$ cat src/hw/rtl/bdr_pkg.sv
package bdr_pkg;

	// Field widths fixed by the record format.
	localparam int CFG_W       = 11;
	localparam int COL_W       = 10;
	localparam int MAX_WIDTH   = 1024;
	localparam int WIDTH_RESET = 640;

	// Largest usable row width, rounded down to even.
	localparam int MAX_EVEN    = MAX_WIDTH - (MAX_WIDTH % 2);

	// One decoded pixel with its position in the record.
	typedef struct packed {
		logic [7:0]       value;
		logic [1:0]       row;
		logic [COL_W-1:0] column;
		logic             done;
	} pix_t;

	// Requests from the decoder to the bit queue.
	typedef struct packed {
		logic load;
		logic clear;
		logic take;
	} bq_ctl_t;

	// Decoder status seen by the sequencer.
	typedef struct packed {
		logic work;
		logic emit;
	} core_stat_t;

endpackage

$ cat src/hw/rtl/bdr_bitq.sv
module bdr_bitq (
	input  logic            clk,
	input  logic            arst_n,
	input  bdr_pkg::bq_ctl_t ctl,
	input  logic [7:0]      data_byte,
	output logic            next_bit,
	output logic            held_nz
);
	import bdr_pkg::*;

	logic [15:0] buf_q;
	logic [4:0]  held_q;
	logic [4:0]  held_sum;

	// The oldest unused bit sits just below the fill count.
	assign next_bit = buf_q[4'(held_q - 5'd1)];
	assign held_nz  = (held_q != 5'd0);
	assign held_sum = held_q + 5'd8;

	// Clearing wins over consuming; loading never meets a take.
	always_ff @(posedge clk or negedge arst_n) begin
		if (!arst_n) begin
			buf_q  <= '0;
			held_q <= '0;
		end else if (ctl.clear) begin
			buf_q  <= '0;
			held_q <= '0;
		end else if (ctl.load) begin
			buf_q  <= {buf_q[7:0], data_byte};
			held_q <= (held_sum > 5'd16) ? 5'd16 : held_sum;
		end else if (ctl.take) begin
			held_q <= held_q - 5'd1;
		end
	end

endmodule

$ cat src/hw/rtl/bdr_core.sv
module bdr_core (
	input  logic                        clk,
	input  logic                        arst_n,
	input  logic                        in_acc,
	input  logic [7:0]                  data_byte,
	input  logic                        start,
	input  logic [bdr_pkg::CFG_W-1:0]   image_width,
	input  logic                        step_en,
	input  logic                        next_bit,
	input  logic                        held_nz,
	output bdr_pkg::core_stat_t         stat,
	output bdr_pkg::pix_t               res,
	output bdr_pkg::bq_ctl_t            bq
);
	import bdr_pkg::*;

	localparam logic [1:0] STEP_LIT  = 2'd0;
	localparam logic [1:0] STEP_FLAG = 2'd1;
	localparam logic [1:0] STEP_CODE = 2'd2;
	localparam logic [1:0] STEP_RAW  = 2'd3;

	localparam logic [2:0] PHASE_LAST = 3'd5;
	localparam logic [2:0] PHASE_DONE = 3'd6;
	localparam logic [1:0] SEG_BLUE   = 2'd0;
	localparam logic [1:0] SEG_RED    = 2'd1;
	localparam logic [1:0] SEG_GREEN  = 2'd2;
	localparam logic [3:0] MAX_EMITS  = 4'd8;

	logic [1:0]       step_q;
	logic [2:0]       phase_q;
	logic [COL_W-1:0] col_q;
	logic [7:0]       pred_q;
	logic [7:0]       acc_q;
	logic [2:0]       bitcnt_q;
	logic             lit_q;
	logic [7:0]       litbyte_q;
	logic [3:0]       cnt_q;

	logic [CFG_W-1:0] w_raw;
	logic [CFG_W-1:0] eff_w;
	logic [CFG_W-1:0] seg_len;
	logic [CFG_W-1:0] m1;
	logic [1:0]       seg;
	logic             pair;
	logic             seg_end;
	logic             lit_next;
	logic             live;
	logic [4:0]       code;
	logic             emit;
	logic [7:0]       val;

	// Effective row width: even, at least two, at most the column range.
	always_comb begin
		w_raw = {image_width[CFG_W-1:1], 1'b0};
		eff_w = w_raw;
		if (w_raw > CFG_W'(MAX_EVEN)) begin
			eff_w = CFG_W'(MAX_EVEN);
		end else if (w_raw < CFG_W'(2)) begin
			eff_w = CFG_W'(2);
		end
	end

	// Segment kind and row pair of the current phase.
	always_comb begin
		unique case (phase_q)
			3'd0:    begin seg = SEG_BLUE;  pair = 1'b0; end
			3'd1:    begin seg = SEG_RED;   pair = 1'b0; end
			3'd2:    begin seg = SEG_GREEN; pair = 1'b0; end
			3'd3:    begin seg = SEG_BLUE;  pair = 1'b1; end
			3'd4:    begin seg = SEG_RED;   pair = 1'b1; end
			3'd5:    begin seg = SEG_GREEN; pair = 1'b1; end
			default: begin seg = SEG_BLUE;  pair = 1'b0; end
		endcase
	end

	// Segment length and position bookkeeping.
	always_comb begin
		seg_len  = (seg == SEG_GREEN) ? eff_w : {1'b0, eff_w[CFG_W-1:1]};
		m1       = {1'b0, col_q} + CFG_W'(1);
		seg_end  = (m1 >= seg_len);
		lit_next = (seg == SEG_GREEN) && (col_q == '0);
		live     = (phase_q < PHASE_DONE);
	end

	// One bit of the current code per step; a value completes on its last bit.
	always_comb begin
		code = {acc_q[3:0], next_bit};
		emit = 1'b0;
		val  = pred_q;
		if (lit_q) begin
			emit = 1'b1;
			val  = litbyte_q;
		end else begin
			unique case (step_q)
				STEP_FLAG: begin
					emit = next_bit;
					val  = pred_q;
				end
				STEP_CODE: begin
					emit = (bitcnt_q == 3'd4) && (code != 5'd0);
					val  = code[4] ? (pred_q - {4'd0, code[3:0]})
					               : (pred_q + {4'd0, code[3:0]});
				end
				STEP_RAW: begin
					emit = (bitcnt_q == 3'd7);
					val  = {acc_q[6:0], next_bit};
				end
				STEP_LIT: begin
					emit = 1'b0;
					val  = pred_q;
				end
			endcase
		end
	end

	// Status, pixel tags and bit queue requests.
	always_comb begin
		stat.work = live && (lit_q || ((step_q != STEP_LIT) && held_nz && (cnt_q < MAX_EMITS)));
		stat.emit = emit;

		res.value = val;
		res.done  = seg_end && (phase_q == PHASE_LAST);
		unique case (seg)
			SEG_BLUE: begin
				res.row    = {pair, 1'b0};
				res.column = {col_q[COL_W-2:0], 1'b1};
			end
			SEG_RED: begin
				res.row    = {pair, 1'b1};
				res.column = {col_q[COL_W-2:0], 1'b0};
			end
			default: begin
				res.row    = {pair, col_q[0]};
				res.column = col_q;
			end
		endcase

		bq.take  = step_en && !lit_q;
		bq.load  = in_acc && !start && live && (step_q != STEP_LIT);
		bq.clear = (in_acc && (start || (live && (step_q == STEP_LIT))))
		        || (step_en && emit && seg_end);
	end

	// Decoder state: byte intake, code stepping and segment advance.
	always_ff @(posedge clk or negedge arst_n) begin
		if (!arst_n) begin
			step_q   <= STEP_LIT;
			phase_q  <= '0;
			col_q    <= '0;
			pred_q   <= '0;
			bitcnt_q <= '0;
			lit_q    <= 1'b0;
			cnt_q    <= '0;
		end else if (in_acc) begin
			cnt_q <= '0;
			if (start) begin
				step_q   <= STEP_LIT;
				phase_q  <= '0;
				col_q    <= '0;
				pred_q   <= '0;
				bitcnt_q <= '0;
				lit_q    <= 1'b1;
			end else if (live && (step_q == STEP_LIT)) begin
				lit_q <= 1'b1;
			end
		end else if (step_en) begin
			if (lit_q) begin
				lit_q <= 1'b0;
			end else begin
				unique case (step_q)
					STEP_FLAG: begin
						if (!next_bit) begin
							step_q   <= STEP_CODE;
							bitcnt_q <= '0;
						end
					end
					STEP_CODE: begin
						bitcnt_q <= bitcnt_q + 3'd1;
						if ((bitcnt_q == 3'd4) && (code == 5'd0)) begin
							step_q   <= STEP_RAW;
							bitcnt_q <= '0;
						end
					end
					STEP_RAW: begin
						bitcnt_q <= bitcnt_q + 3'd1;
					end
					STEP_LIT: begin
						bitcnt_q <= bitcnt_q;
					end
				endcase
			end
			if (emit) begin
				cnt_q  <= cnt_q + 4'd1;
				pred_q <= val;
				if (seg_end) begin
					phase_q <= phase_q + 3'd1;
					col_q   <= '0;
					step_q  <= STEP_LIT;
				end else begin
					col_q  <= col_q + COL_W'(1);
					step_q <= lit_next ? STEP_LIT : STEP_FLAG;
				end
			end
		end
	end

	// Code bits shift in one per step; the literal byte waits whole.
	always_ff @(posedge clk) begin
		if (step_en && !lit_q) begin
			acc_q <= {acc_q[6:0], next_bit};
		end
		if (in_acc) begin
			litbyte_q <= data_byte;
		end
	end

endmodule

$ cat src/hw/rtl/bayer_dpcm_record_decoder.sv
// Channel | Direction | Handshake           | Payload
// in      | input     | in_valid, in_ready  | byte_in, record_start
// out     | output    | out_valid, out_ready| pixel_value, pixel_row, pixel_column,
//         |           |                     | run_last, record_done
// cfg     | input     | cfg_valid, cfg_ready| image_width
//
// A byte is taken while the decoder is idle, then decoded one bit per cycle; a stalled
// output pauses the bit loop. A literal byte is taken whole, and a final step releases
// the byte's last pixel. A new byte is not accepted until the current one is finished.
// Reset sets image_width to 640 and the decoder to the blue segment of the first pair.
// A pixel is held in a pending register so that run_last can be marked on the byte's final pixel.
module bayer_dpcm_record_decoder (
	input  logic                            clk,
	input  logic                            arst_n,
	input  logic                            in_valid,
	output logic                            in_ready,
	input  logic [7:0]                      byte_in,
	input  logic                            record_start,
	output logic                            out_valid,
	input  logic                            out_ready,
	output logic [7:0]                      pixel_value,
	output logic [1:0]                      pixel_row,
	output logic [bdr_pkg::COL_W-1:0]       pixel_column,
	output logic                            run_last,
	output logic                            record_done,
	input  logic                            cfg_valid,
	output logic                            cfg_ready,
	input  logic [bdr_pkg::CFG_W-1:0]       image_width
);
	import bdr_pkg::*;

	logic             busy_q;
	logic             pend_v_q;
	pix_t             pend_q;
	logic             out_v_q;
	pix_t             out_q;
	logic             last_q;
	logic [CFG_W-1:0] width_q;

	logic       in_acc;
	logic       out_free;
	logic       step_en;
	logic       fin;
	logic       push;
	core_stat_t stat;
	pix_t       res;
	bq_ctl_t    bq;
	logic       next_bit;
	logic       held_nz;

	bdr_bitq u_bitq (
		.clk       (clk),
		.arst_n    (arst_n),
		.ctl       (bq),
		.data_byte (byte_in),
		.next_bit  (next_bit),
		.held_nz   (held_nz)
	);

	bdr_core u_core (
		.clk         (clk),
		.arst_n      (arst_n),
		.in_acc      (in_acc),
		.data_byte   (byte_in),
		.start       (record_start),
		.image_width (width_q),
		.step_en     (step_en),
		.next_bit    (next_bit),
		.held_nz     (held_nz),
		.stat        (stat),
		.res         (res),
		.bq          (bq)
	);

	// Handshakes and step control.
	assign in_ready  = !busy_q;
	assign cfg_ready = 1'b1;
	assign in_acc    = in_valid && in_ready;
	assign out_free  = !out_v_q || out_ready;
	assign step_en   = busy_q && stat.work && (!stat.emit || !pend_v_q || out_free);
	assign fin       = busy_q && !stat.work && (!pend_v_q || out_free);
	assign push      = pend_v_q && ((step_en && stat.emit) || fin);

	// Output port drive.
	assign out_valid    = out_v_q;
	assign pixel_value  = out_q.value;
	assign pixel_row    = out_q.row;
	assign pixel_column = out_q.column;
	assign record_done  = out_q.done;
	assign run_last     = last_q;

	// Control registers and the width register.
	always_ff @(posedge clk or negedge arst_n) begin
		if (!arst_n) begin
			busy_q   <= 1'b0;
			pend_v_q <= 1'b0;
			out_v_q  <= 1'b0;
			width_q  <= CFG_W'(WIDTH_RESET);
		end else begin
			if (cfg_valid && cfg_ready) begin
				width_q <= image_width;
			end
			if (in_acc) begin
				busy_q <= 1'b1;
			end else if (fin) begin
				busy_q <= 1'b0;
			end
			if (step_en && stat.emit) begin
				pend_v_q <= 1'b1;
			end else if (fin) begin
				pend_v_q <= 1'b0;
			end
			if (push) begin
				out_v_q <= 1'b1;
			end else if (out_ready) begin
				out_v_q <= 1'b0;
			end
		end
	end

	// Pending pixel and output register payload.
	always_ff @(posedge clk) begin
		if (step_en && stat.emit) begin
			pend_q <= res;
		end
		if (push) begin
			out_q  <= pend_q;
			last_q <= fin;
		end
	end

	// The held pixel never outlives the byte that made it.
	a_pend_idle: assert property (@(posedge clk) disable iff (!arst_n)
		!busy_q |-> !pend_v_q)
		else $error("pending pixel held while idle");

	// The final pixel of a record always closes its byte's run.
	a_done_last: assert property (@(posedge clk) disable iff (!arst_n)
		out_valid && record_done |-> run_last)
		else $error("record end without run end");

	// Finishing a byte with a held pixel presents it marked as last.
	a_fin_push: assert property (@(posedge clk) disable iff (!arst_n)
		fin && pend_v_q |=> out_valid && run_last)
		else $error("last pixel of a byte not presented");

	// A decode step never runs while a new item is taken.
	a_no_overlap: assert property (@(posedge clk) disable iff (!arst_n)
		in_acc |-> !step_en && !fin)
		else $error("item taken during decode");

endmodule
$ cat config.mk
export PLATFORM = sky130hd
export DESIGN_NAME = bayer_dpcm_record_decoder
export DESIGN_NICKNAME = d
export VERILOG_FILES = /design/src/hw/rtl/bdr_pkg.sv /design/src/hw/rtl/bdr_bitq.sv /design/src/hw/rtl/bdr_core.sv /design/src/hw/rtl/bayer_dpcm_record_decoder.sv
export SDC_FILE = /design/constraint.sdc
export NUM_CORES = 1
export LEC_CHECK = 0
export ABC_CLOCK_PERIOD_IN_PS = 6600
export BUFFER_PORTS_ARGS = -buffer_cell sky130_fd_sc_hd__buf_2
export CELL_PAD_IN_SITES_DETAIL_PLACEMENT = 0
export CELL_PAD_IN_SITES_GLOBAL_PLACEMENT = 1
export CORE_AREA = 2 2 114 116
export DETAILED_ROUTE_END_ITERATION = 10
export DIE_AREA = 0 0 116 118
export MAX_ROUTING_LAYER = met4
export PLACE_DENSITY_LB_ADDON = 0.1
export SLEW_MARGIN = 10
export SYNTH_ARGS = -nofsm -noshare
export SYNTH_HDL_FRONTEND = slang
export SYNTH_SLANG_ARGS = --single-unit
export TNS_END_PERCENT = 1
$ cat constraint.sdc
create_clock -name clk -period 6.6 [get_ports clk]
set_clock_uncertainty 0.1 [all_clocks]
set_input_delay 1.32 -clock clk [delete_from_list [all_inputs] [get_ports clk]]
set_output_delay 1.32 -clock clk [all_outputs]
set_load 0.05 [all_outputs]
== After elaboration in Yosys (flattened, before gate mapping) ==
Cells that the tools add are included.
Cells by class
  add/sub/neg operators: 9
  magnitude comparators: 7
  eq/ne operators: 20
  muxes and demuxes: 61
  reduce and logical (&&, ||, !) cells: 62
Operators by type and width (count)
  $mux W10: 5
  $mux W8: 6
  $mux W11: 3
  $mux W16: 2
  $mux W3: 10
  $pmux W8 S3: 1
  $pmux W11 S2: 1
  $logic_and A1 B1 Y1: 21
  $mux W5: 4
  $mux W2: 8
  $reduce_bool A2 Y1: 8
  $mux W1: 13
  $eq A3 B3 Y1 const B: 4
  $mux W4: 3
  $add A10 B1 Y11 const B: 1
  $ge A11 B11 Y1: 1
  $gt A11 B11 Y1 const B: 1
  $lt A11 B2 Y1 const B: 1
  $add A10 B1 Y10 const B: 1
  $logic_not A10 Y1: 1
  $reduce_bool A5 Y1: 2
  $pmux W3 S3: 1
  $add A8 B4 Y8: 1
  $logic_or A1 B1 Y1: 8
  other kinds (34): 52
Storage, ports and cells
  register bits: 124
  input bits: 25
  output and inout port bits: 25
  word-level logic and storage cells: 183

== Logic depth before layout (Yosys ltp) ==
Gate-level depths: netlist of the first run.
  depth after elaboration: 15
  mapped depth: 19
  depth with buffers taken out: 18

== By module ==
From an unflattened synthesis of the first run, not the netlist that was laid out.
Unflattened totals
  cell total of the unflattened synthesis: 586
  area total of the unflattened synthesis: 6651.4 um2
Modules (own cells, without submodules)
  bdr_core: times used 1, cells an instance 399, area an instance 3599.7 um2
  bayer_dpcm_record_decoder: times used 1, cells an instance 88, area an instance 1933.1 um2
  bdr_bitq: times used 1, cells an instance 99, area an instance 1118.6 um2

== Least setup slack after synthesis of the first run ==
OpenSTA, ideal clock, no wires.
  path kind: register to register
  from: register u_bitq.held_q[0]
  to: register out_q, in the netlist pixel_column[0], enable pin
  library setup time: 381 ps
  arrival time: 3706 ps
  slack: 2413 ps
  cell stages (with the launch flop): 16
  cell sequence: dfrtp_1 -> buf_6 -> inv_1 -> ha_1 -> inv_1 -> mux4_2 -> nand2_1 -> and2_1 -> inv_1 -> ha_1 -> and3_1 -> o21ai_0 -> a31o_4 -> nand2_2 -> inv_2 -> o21a_1
Between the ends
  longest elaborated chain between the ends: 14
Ends and longest elaborated chain
  start, declared: line bdr_bitq.sv:12  | logic [4:0] held_q;
  start signal, assigned: line bdr_bitq.sv:30  | held_q <= (held_sum > 5'd16) ? 5'd16 : held_sum;
  start signal, assigned: line bdr_bitq.sv:32  | held_q <= held_q - 5'd1;
  $sub A5 B1 Y5 *
  $bmux W1 S4 *: line bdr_bitq.sv:16  | assign next_bit = buf_q[4'(held_q - 5'd1)];
  $mux W1 (not written as such) *: line bdr_bitq.sv:16
  named net next_bit: line bayer_dpcm_record_decoder.sv:48  | logic next_bit;
  $reduce_bool A5 Y1: line bdr_core.sv:100  | emit = (bitcnt_q == 3'd4) && (code != 5'd0);
  $logic_and A1 B1 Y1: line bdr_core.sv:100
  $pmux W1 S4 *: line bdr_core.sv:94  | unique case (step_q)
  $mux W1 *: line bdr_core.sv:90  | if (lit_q) begin
  $logic_not A1 Y1: line bayer_dpcm_record_decoder.sv:80  | assign step_en = busy_q && stat.work && (!stat.emit || !pend_v_q || out_free);
  $logic_or A1 B1 Y1 (2 in a row): line bayer_dpcm_record_decoder.sv:80
  $logic_and A1 B1 Y1: line bayer_dpcm_record_decoder.sv:80
  $logic_and A1 B1 Y1 *: line bayer_dpcm_record_decoder.sv:82  | assign push = pend_v_q && ((step_en && stat.emit) || fin);
  $logic_or A1 B1 Y1 *: line bayer_dpcm_record_decoder.sv:82
  $logic_and A1 B1 Y1 *: line bayer_dpcm_record_decoder.sv:82
  named net push: line bayer_dpcm_record_decoder.sv:44  | logic push;
  end signal, assigned: line bayer_dpcm_record_decoder.sv:127  | out_q <= pend_q;
  end, declared: line bayer_dpcm_record_decoder.sv:36  | pix_t out_q;
The timed path passes the listed nets; every way through them passes the cells marked *. The select of a mux whose other input is x is not followed.
A chain may end at the register's enable or synchronous reset.

== Worst setup path in the final report of the first run ==
  from: register u_bitq.held_q[0]
  to: register out_q, in the netlist pixel_column[6], enable pin
The elaborated chain is that of the path after synthesis.

==> results.sh, run 1 <==
export IMPL_status="completed"
export IMPL_wl_per_cell_um=16.1
export IMPL_critPathArrivalTime_ns=4.94
export IMPL_global_route_usage_met1_pct=29.4
export IMPL_count_of_flip_flops_with_a_built_in_enable_after_synthesis=58
export IMPL_grt_pass1_vias=4310
export IMPL_io_buffers=47
export IMPL_setup_viol_count_final=0
export IMPL_dr_first_iter_drc_count=325
export IMPL_finalCritPeriodShare_pct=75.7
export IMPL_totalWireLength_mm=12.8
export IMPL_critical_path_cell_chain="inv_1 > ha_1 > inv_1 > mux4_2 > nand2_1 > and2_1 > inv_1 > ha_1 > and3_1 > o21ai_0 > a31o_4 > nand2_2 > inv_2 > o21a_1"
export IMPL_hpwlAfterDp_mm=9.06
export IMPL_p_switching_uw=1540
export IMPL_synth_fp_nets=627
export IMPL_io_pins=50
export IMPL_fp_coreArea_um2=12400
export IMPL_holdCritPathClass="flip-flop to flip-flop"
export IMPL_setup_worst_path_start_class="flip-flop"
export IMPL_synth_top_family_by_area="compound AO/OA/AOI/OAI gates"
export IMPL_drt_pass1_iterations=5
export IMPL_synth_top_area_share_pct=27.4
export IMPL_synth_top_cell_by_area="edfxtp_1"
export IMPL_worstSetupPathType="flip-flop to flip-flop"
export IMPL_post_synth_mux_area_share_pct=6.72
export IMPL_use_met2_pct=29.8
export IMPL_setup_buffers_after_cts=0
export IMPL_final_area_um2=7370
export IMPL_ir_worst_vdd_mv=0.265
export IMPL_final_cells=799
export IMPL_row_count=41
export IMPL_pre_cts_slack_ns=1.59
export IMPL_post_place_cells=767
export IMPL_slew_headroom_pct=39.5
export IMPL_worst_setup_path_end_kind="flip-flop"
export IMPL_pin_count_of_the_biggest_net_entering_global_routing=66
export IMPL_die_area_um2=13700
export IMPL_worst_path_buf_inv=4
export IMPL_syn_mean_instance_area_um2=11.2
export IMPL_num_nets_final=672
export IMPL_clkPwrFrac_pct=25.7
export IMPL_post_synth_fa_ha_maj_area_fraction_pct=6.61
export IMPL_die_w_um=116
export IMPL_synth_cells=569
export IMPL_yosys_top_cells_area="edfxtp_1 27%, dfrtp_1 25%, ha_1 6.3%"
export IMPL_synth_flop_cell="dfrtp_1"
export IMPL_clock_slew_at_reported_path_ffs_ns=0.06
export IMPL_setup_tns_final_ns=0
export IMPL_grt_pass1_wl_mm=21.5
export IMPL_initial_utilization_pct=51.3
export IMPL_syn_cell_area_um2=6360
export IMPL_dr_total_vias=4451
export IMPL_clock_tree_from_tritoncts="built"
export IMPL_synthArstFlopShare_pct=52.8
export IMPL_pwr_density_cell_nw_per_um2=525
export IMPL_netlist_cell_type_count=65
export IMPL_timing_hold_violations_final=0
export IMPL_dpl_cell_area_um2=6730
export IMPL_tightest_slew_ns=0.907
export IMPL_register_area_um2=3370
export IMPL_required_ns=6.54
export IMPL_post_route_drc_count=0
export IMPL_cap_viol_max_count=0
export IMPL_p_leak_uw=0.00322
export IMPL_drt_antenna_violating_nets=0
export IMPL_gr_max_usage_layer="met2"
export IMPL_num_fill_cells=1055
export IMPL_post_route_cells_drive_above_1_share_pct=19.6
export IMPL_yosysWarningCount=0
export IMPL_synth_simple_gate_area_share_pct=13.0
export IMPL_cpPeakStageDelay_ns=0.70
export IMPL_ctsRootBufferMaster="clkbuf_16"
export IMPL_critical_path_top_cell_by_count="inv_1"
export IMPL_cpLargestDelayFamily="compound AO/OA/AOI/OAI gates"
export IMPL_cts_repair_resized=0
export IMPL_post_synthesis_sequential_element_count=123
export IMPL_cp_max_fo=23
export IMPL_finalMaxSlewViolations=0
export IMPL_cts_root_to_sink_buffers=2
export IMPL_grt_overflow_total=0
export IMPL_global_route_usage_total_pct=20.8
export IMPL_avgViaCountPerCell=5.57
export IMPL_syn2layout_area_growth_pct=15.8
export IMPL_standard_cell_with_the_maximum_stage_delay_on_the_critical_path="o21a_1"
export IMPL_insertion_delay_ns=0.42
export IMPL_power_frac_seq_pct=34.4
export IMPL_use_met3_pct=4.84
export IMPL_grt_antenna_before_repair=0
export IMPL_power_report_internal_total_uw=2330
export IMPL_cts_inserted_buffers=17
export IMPL_htreeDepth=4
export IMPL_power_combinational_fraction_pct=39.9
export IMPL_max_clock_freq_mhz=200
export IMPL_cts_sinks=123
export IMPL_multiInputGateArea_um2=2750
export IMPL_seq_area_frac_synth_pct=53.0
export IMPL_fin_ws_ns=1.60
export IMPL_cts_hold_buffers=0
export IMPL_synth_xor_xnor_area_share_pct=1.51
export IMPL_min_period_ns=5.00
export IMPL_post_route_util_pct=59.3
export IMPL_floorplan_die_height_um=118
export IMPL_grt_setup_unrepaired="no"
export IMPL_synth_compound_area_share_pct=15.3
export IMPL_layout_cells_most_common_list="63 x nand2_1, 63 x dfrtp_1, 58 x edfxtp_1"
export IMPL_antenna_cells=0
export IMPL_globalplace_congestion=0.843
export IMPL_swShare_pct=39.8
==> sequential cells by signal, indices dropped and copies added, names as in the netlist, 3 cells and up <==
register          count
u_core.phase_q        3
u_core.pred_q         8
u_bitq.buf_q         16
u_core.cnt_q          4
u_core.litbyte_q      8
u_core.col_q         10
u_core.acc_q          7
u_core.bitcnt_q       3
width_q              10
pixel_value           8
pend_q               21
u_bitq.held_q         5
pixel_column         10
==> power by group through the flow <==
stage               sequential, uW  clock, uW  combinational, uW
finish                        1330        994               1540
global route                  1370       1050               1720
CTS                           1330       1010               1550
detailed placement            1340          0               1540
global placement              1330          0               1500
floorplan                     1390          0               1130
==> worst paths after layout <==
path,startpoint,cells past startpoint,end,slack (ns)
max,u_bitq.held_q[0],14,pixel_column[6],1.60
min,pend_q[16],0,pixel_value[3],0.32
max reg2reg,u_bitq.held_q[0],14,pixel_column[6],1.60
min reg2reg,pend_q[16],0,pixel_value[3],0.32
max in group asynchronous,arst_n,2,u_core.pred_q[7],4.86
min in group asynchronous,arst_n,2,u_bitq.buf_q[12],0.97
==> routing by layer <==
| metal | share of wire, % | wire length [um] |
|---|---|---|
| met5 | 0 | 0 |
| met4 | 1.5 | 197 |
| met3 | 3.3 | 426 |
| met2 | 46 | 5890 |
| met1 | 49 | 6320 |
==> stage by stage <==
step                      power [uW]  hold WS [ns]
final                           3870         0.317
after floorplan                 2510         0.300
after CTS                       3890         0.319
after global routing            4140         0.324
after global placement          2830         0.303
after detailed placement        2880         0.305
==> final cells by class <==
class                           instances  area share [%]
Multi-Input combinational cell        387            37.4
Timing Repair Buffer                   51            3.60
Clock buffer                           17            5.77
Tap cell                              172            2.92
Clock inverter                         15            2.85
Sequential cell                       123            45.8
Inverter                               34            1.73
==> logic make-up (layout without fill, tap and decap cells) <==
family / Yosys count / count (layout)
simple gates: 174 / 174
compound gates: 132 / 132
flops: 123 / 123
buf+inv: 59 / 117
mux: 36 / 36
fa+ha+maj: 33 / 33
xor+xnor: 11 / 11
other cells: 1 / 1
==> synth_stat cells, drive strengths merged (4+ instances only) <==
library cell and number:
nand2 64, dfrtp 63, edfxtp 58, inv 33, ha 32, nor2 31, o21ai 29, mux2 24
nand3 24, a22o 20, a21oi 17, clkbuf 17, nor3 13, a21o 11, and3 9, mux2i 9
buf 8, o22ai 7, a31oi 6, o31ai 6, xnor2 6, nor2b 5, nor4 5, o211ai 5
xor2 5, a22oi 4, and2 4, o21a 4
Power figures use the tool's default switching activity.
==> run 2, diff against run 1 <==
--- a/config.mk
+++ b/config.mk
@@ -5,13 +5,13 @@
 export SDC_FILE = /design/constraint.sdc
 export NUM_CORES = 1
 export LEC_CHECK = 0
-export ABC_CLOCK_PERIOD_IN_PS = 6600
+export ABC_CLOCK_PERIOD_IN_PS = 4500
 export BUFFER_PORTS_ARGS = -buffer_cell sky130_fd_sc_hd__buf_2
 export CELL_PAD_IN_SITES_DETAIL_PLACEMENT = 0
 export CELL_PAD_IN_SITES_GLOBAL_PLACEMENT = 1
-export CORE_AREA = 2 2 114 116
+export CORE_AREA = 2 2 124 126
 export DETAILED_ROUTE_END_ITERATION = 10
-export DIE_AREA = 0 0 116 118
+export DIE_AREA = 0 0 126 128
 export MAX_ROUTING_LAYER = met4
 export PLACE_DENSITY_LB_ADDON = 0.1
 export SLEW_MARGIN = 10
==> constraint.sdc (replaced) <==
create_clock -name clk -period 4.5 [get_ports clk]
set_clock_uncertainty 0.1 [all_clocks]
set_input_delay 0.9 -clock clk [delete_from_list [all_inputs] [get_ports clk]]
set_output_delay 0.9 -clock clk [all_outputs]
set_load 0.05 [all_outputs]
==> run 2 against run 1 <==
Register-to-register slack got worse by 1.3 ns. Combinational power rose by 56%. Die area up 18%. Maximum frequency increased by 20%. Sequential share of layout area fell by 0.49 points. Clock power up 42%. Wire length grew 6.3%. Cell area increased by 1.1%. Global-route usage decreased by 2.6 points. Critical endpoint is now u_core.pred_q[5].
==> results.sh, run 2 (same netlist as run 1, synthesis figures left out) <==
export IMPL_global_route_usage_total_pct=18.2
export IMPL_holdCritPathClass="flip-flop to flip-flop"
export IMPL_cts_inserted_buffers=17
export IMPL_cap_viol_max_count=0
export IMPL_gr_max_usage_layer="met2"
export IMPL_r2r_slack_ns=0.33
export IMPL_multiInputGateArea_um2=2770
export IMPL_critPathArrivalTime_ns=4.37
export IMPL_finalMaxSlewViolations=0
export IMPL_standard_cell_with_the_maximum_stage_delay_on_the_critical_path="dfrtp_1"
export IMPL_global_route_usage_met1_pct=25.6
export IMPL_setup_worst_path_start_class="flip-flop"
export IMPL_fp_coreArea_um2=14900
export IMPL_grt_pass1_vias=4357
export IMPL_dr_total_vias=4504
export IMPL_hold_path_startpoint="pend_q[17]"
export IMPL_setup_buffers_after_cts=0
export IMPL_grt_setup_unrepaired="no"
export IMPL_drt_antenna_violating_nets=0
export IMPL_tightest_slew_ns=0.925
export IMPL_post_place_cells=792
export IMPL_status="completed"
export IMPL_largest_register_ffs=21
export IMPL_dr_first_iter_drc_count=305
export IMPL_htreeDepth=4
export IMPL_timing_hold_violations_final=0
export IMPL_cts_repair_resized=0
export IMPL_clock_slew_at_reported_path_ffs_ns=0.06
export IMPL_pre_cts_slack_ns=0.129
export IMPL_grt_overflow_total=0
export IMPL_die_area_um2=16100
export IMPL_cp_max_fo=5
export IMPL_cpPeakStageDelay_ns=0.41
export IMPL_reg_top3="pend_q x21, u_bitq.buf_q x16"
export IMPL_use_met3_pct=4.05
export IMPL_p_leak_uw=0.00325
export IMPL_clock_tree_from_tritoncts="built"
export IMPL_io_pins=50
export IMPL_cpLargestDelayFamily="compound AO/OA/AOI/OAI gates"
export IMPL_registers_top_by_ff_count="pend_q"
export IMPL_drt_pass1_iterations=5
export IMPL_io_buffers=47
export IMPL_finalCritPeriodShare_pct=92.6
export IMPL_ir_worst_vdd_mv=0.321
export IMPL_grt_antenna_before_repair=0
export IMPL_initial_utilization_pct=42.8
export IMPL_globalplace_congestion=0.831
export IMPL_total_power_uw=5740
export IMPL_fin_ws_ns=0.334
export IMPL_syn2layout_area_growth_pct=17.0
export IMPL_avgViaCountPerCell=5.47
export IMPL_ctsRootBufferMaster="clkbuf_16"
export IMPL_slew_headroom_pct=38.3
export IMPL_insertion_delay_ns=0.41
export IMPL_destination_of_the_worst_register_to_register_timing_path="u_core.pred_q[5]"
export IMPL_layout_cells_most_common_list="63 x nand2_1, 63 x dfrtp_1, 58 x edfxtp_1"
export IMPL_critical_path_top_cell_by_count="inv_1"
export IMPL_setup_tns_final_ns=0
export IMPL_worstSetupPathDepth=18
export IMPL_grt_pass1_wl_mm=22.3
export IMPL_final_cells=824
export IMPL_max_clock_freq_mhz=240
export IMPL_cts_root_to_sink_buffers=2
export IMPL_worstHoldEndpoint="pixel_value[4]"
export IMPL_post_route_cells_drive_above_1_share_pct=21.2
export IMPL_hpwlAfterDp_mm=9.73
export IMPL_antenna_cells=0
export IMPL_use_met2_pct=26.1
export IMPL_post_route_drc_count=0
export IMPL_min_period_ns=4.17
export IMPL_hold_depth=0
export IMPL_critical_path_cell_chain="inv_1 > ha_2 > xor2_2 > mux4_2 > o22a_2 > and2_1 > inv_1 > ha_1 > mux2_2 > inv_1 > ha_1 > nor2b_1 > o21a_1 > o21ai_2 > a21boi_0 > or4_1 > and3_1 > a21o_1"
export IMPL_required_ns=4.70
export IMPL_num_fill_cells=1366
export IMPL_hold_slack_ns=0.316
export IMPL_worst_path_buf_inv=3
export IMPL_pwr_density_cell_nw_per_um2=771
export IMPL_setup_viol_count_final=0
export IMPL_floorplan_die_height_um=128
export IMPL_num_nets_final=681
export IMPL_cts_hold_buffers=0
export IMPL_cts_sinks=123
export IMPL_pin_count_of_the_biggest_net_entering_global_routing=38
export IMPL_totalWireLength_mm=13.6
export IMPL_row_count=45
export IMPL_worstSetupPathType="flip-flop to flip-flop"
export IMPL_wl_per_cell_um=16.6
export IMPL_die_w_um=126
export IMPL_worst_reg2reg_path_depth=18
export IMPL_reg2reg_from="u_bitq.held_q[1]"
export IMPL_register_area_um2=3370
export IMPL_worst_setup_path_end_kind="flip-flop"
run 2: worst max path at each step:
| stage | from | to | slack, ns |
|---|---|---|---|
| final | u_bitq.held_q[1] | u_core.pred_q[5] | 0.33 |
| after global routing | u_bitq.held_q[1] | pixel_row[0] | 0.01 |
| after CTS | u_bitq.held_q[1] | u_core.pred_q[5] | 0.1 |
| after detailed placement | u_bitq.held_q[1] | u_core.pred_q[5] | 0.13 |
| after global placement | u_bitq.held_q[1] | u_core.pred_q[5] | 0.21 |
| after floorplan | u_bitq.held_q[0] | pixel_column[0] | 0.31 |
run 2: report_power, final:
part | internal (uW) | leakage [uW] | switching, uW
registers | 1650 | 0.00139 | 278
logic | 907 | 0.00157 | 1500
clock network | 881 | 0.000295 | 526
total | 3440 | 0.00325 | 2310
run 2: layout make-up:
cell class	count	share of cell area [%]
Clock inverter	15	2.54
Sequential cell	123	45.3
Multi-Input combinational cell	387	37.1
Clock buffer	17	5.71
Tap cell	188	3.16
Timing Repair Buffer	60	4.47
Inverter	34	1.71
run 2: layer usage:
layer | wire, um | vias to the layer above
li1 | - | 2214
met1 | 6940 | 2177
met3 | 561 | 16
met4 | 162 | 0
met2 | 5980 | 97
met5 | 0 | -
run 2: worst register-to-register path: stages (launching register included):
cell and delay [ns]:
dfrtp_1 0.41, inv_1 0.09, ha_2 0.21, xor2_2 0.22
mux4_2 0.32, o22a_2 0.30, and2_1 0.19, inv_1 0.06
ha_1 0.22, mux2_2 0.29, inv_1 0.06, ha_1 0.21
nor2b_1 0.13, o21a_1 0.21, o21ai_2 0.15, a21boi_0 0.13
or4_1 0.39, and3_1 0.20, a21o_1 0.15
run 2: per-stage QoR:
step                      util (%)  cell area (um^2)
final                         50.1              7450
after global routing          50.1              7450
after CTS                     50.0              7430
after detailed placement      45.9              6820
after global placement        45.9              6820
after floorplan                  -              6360
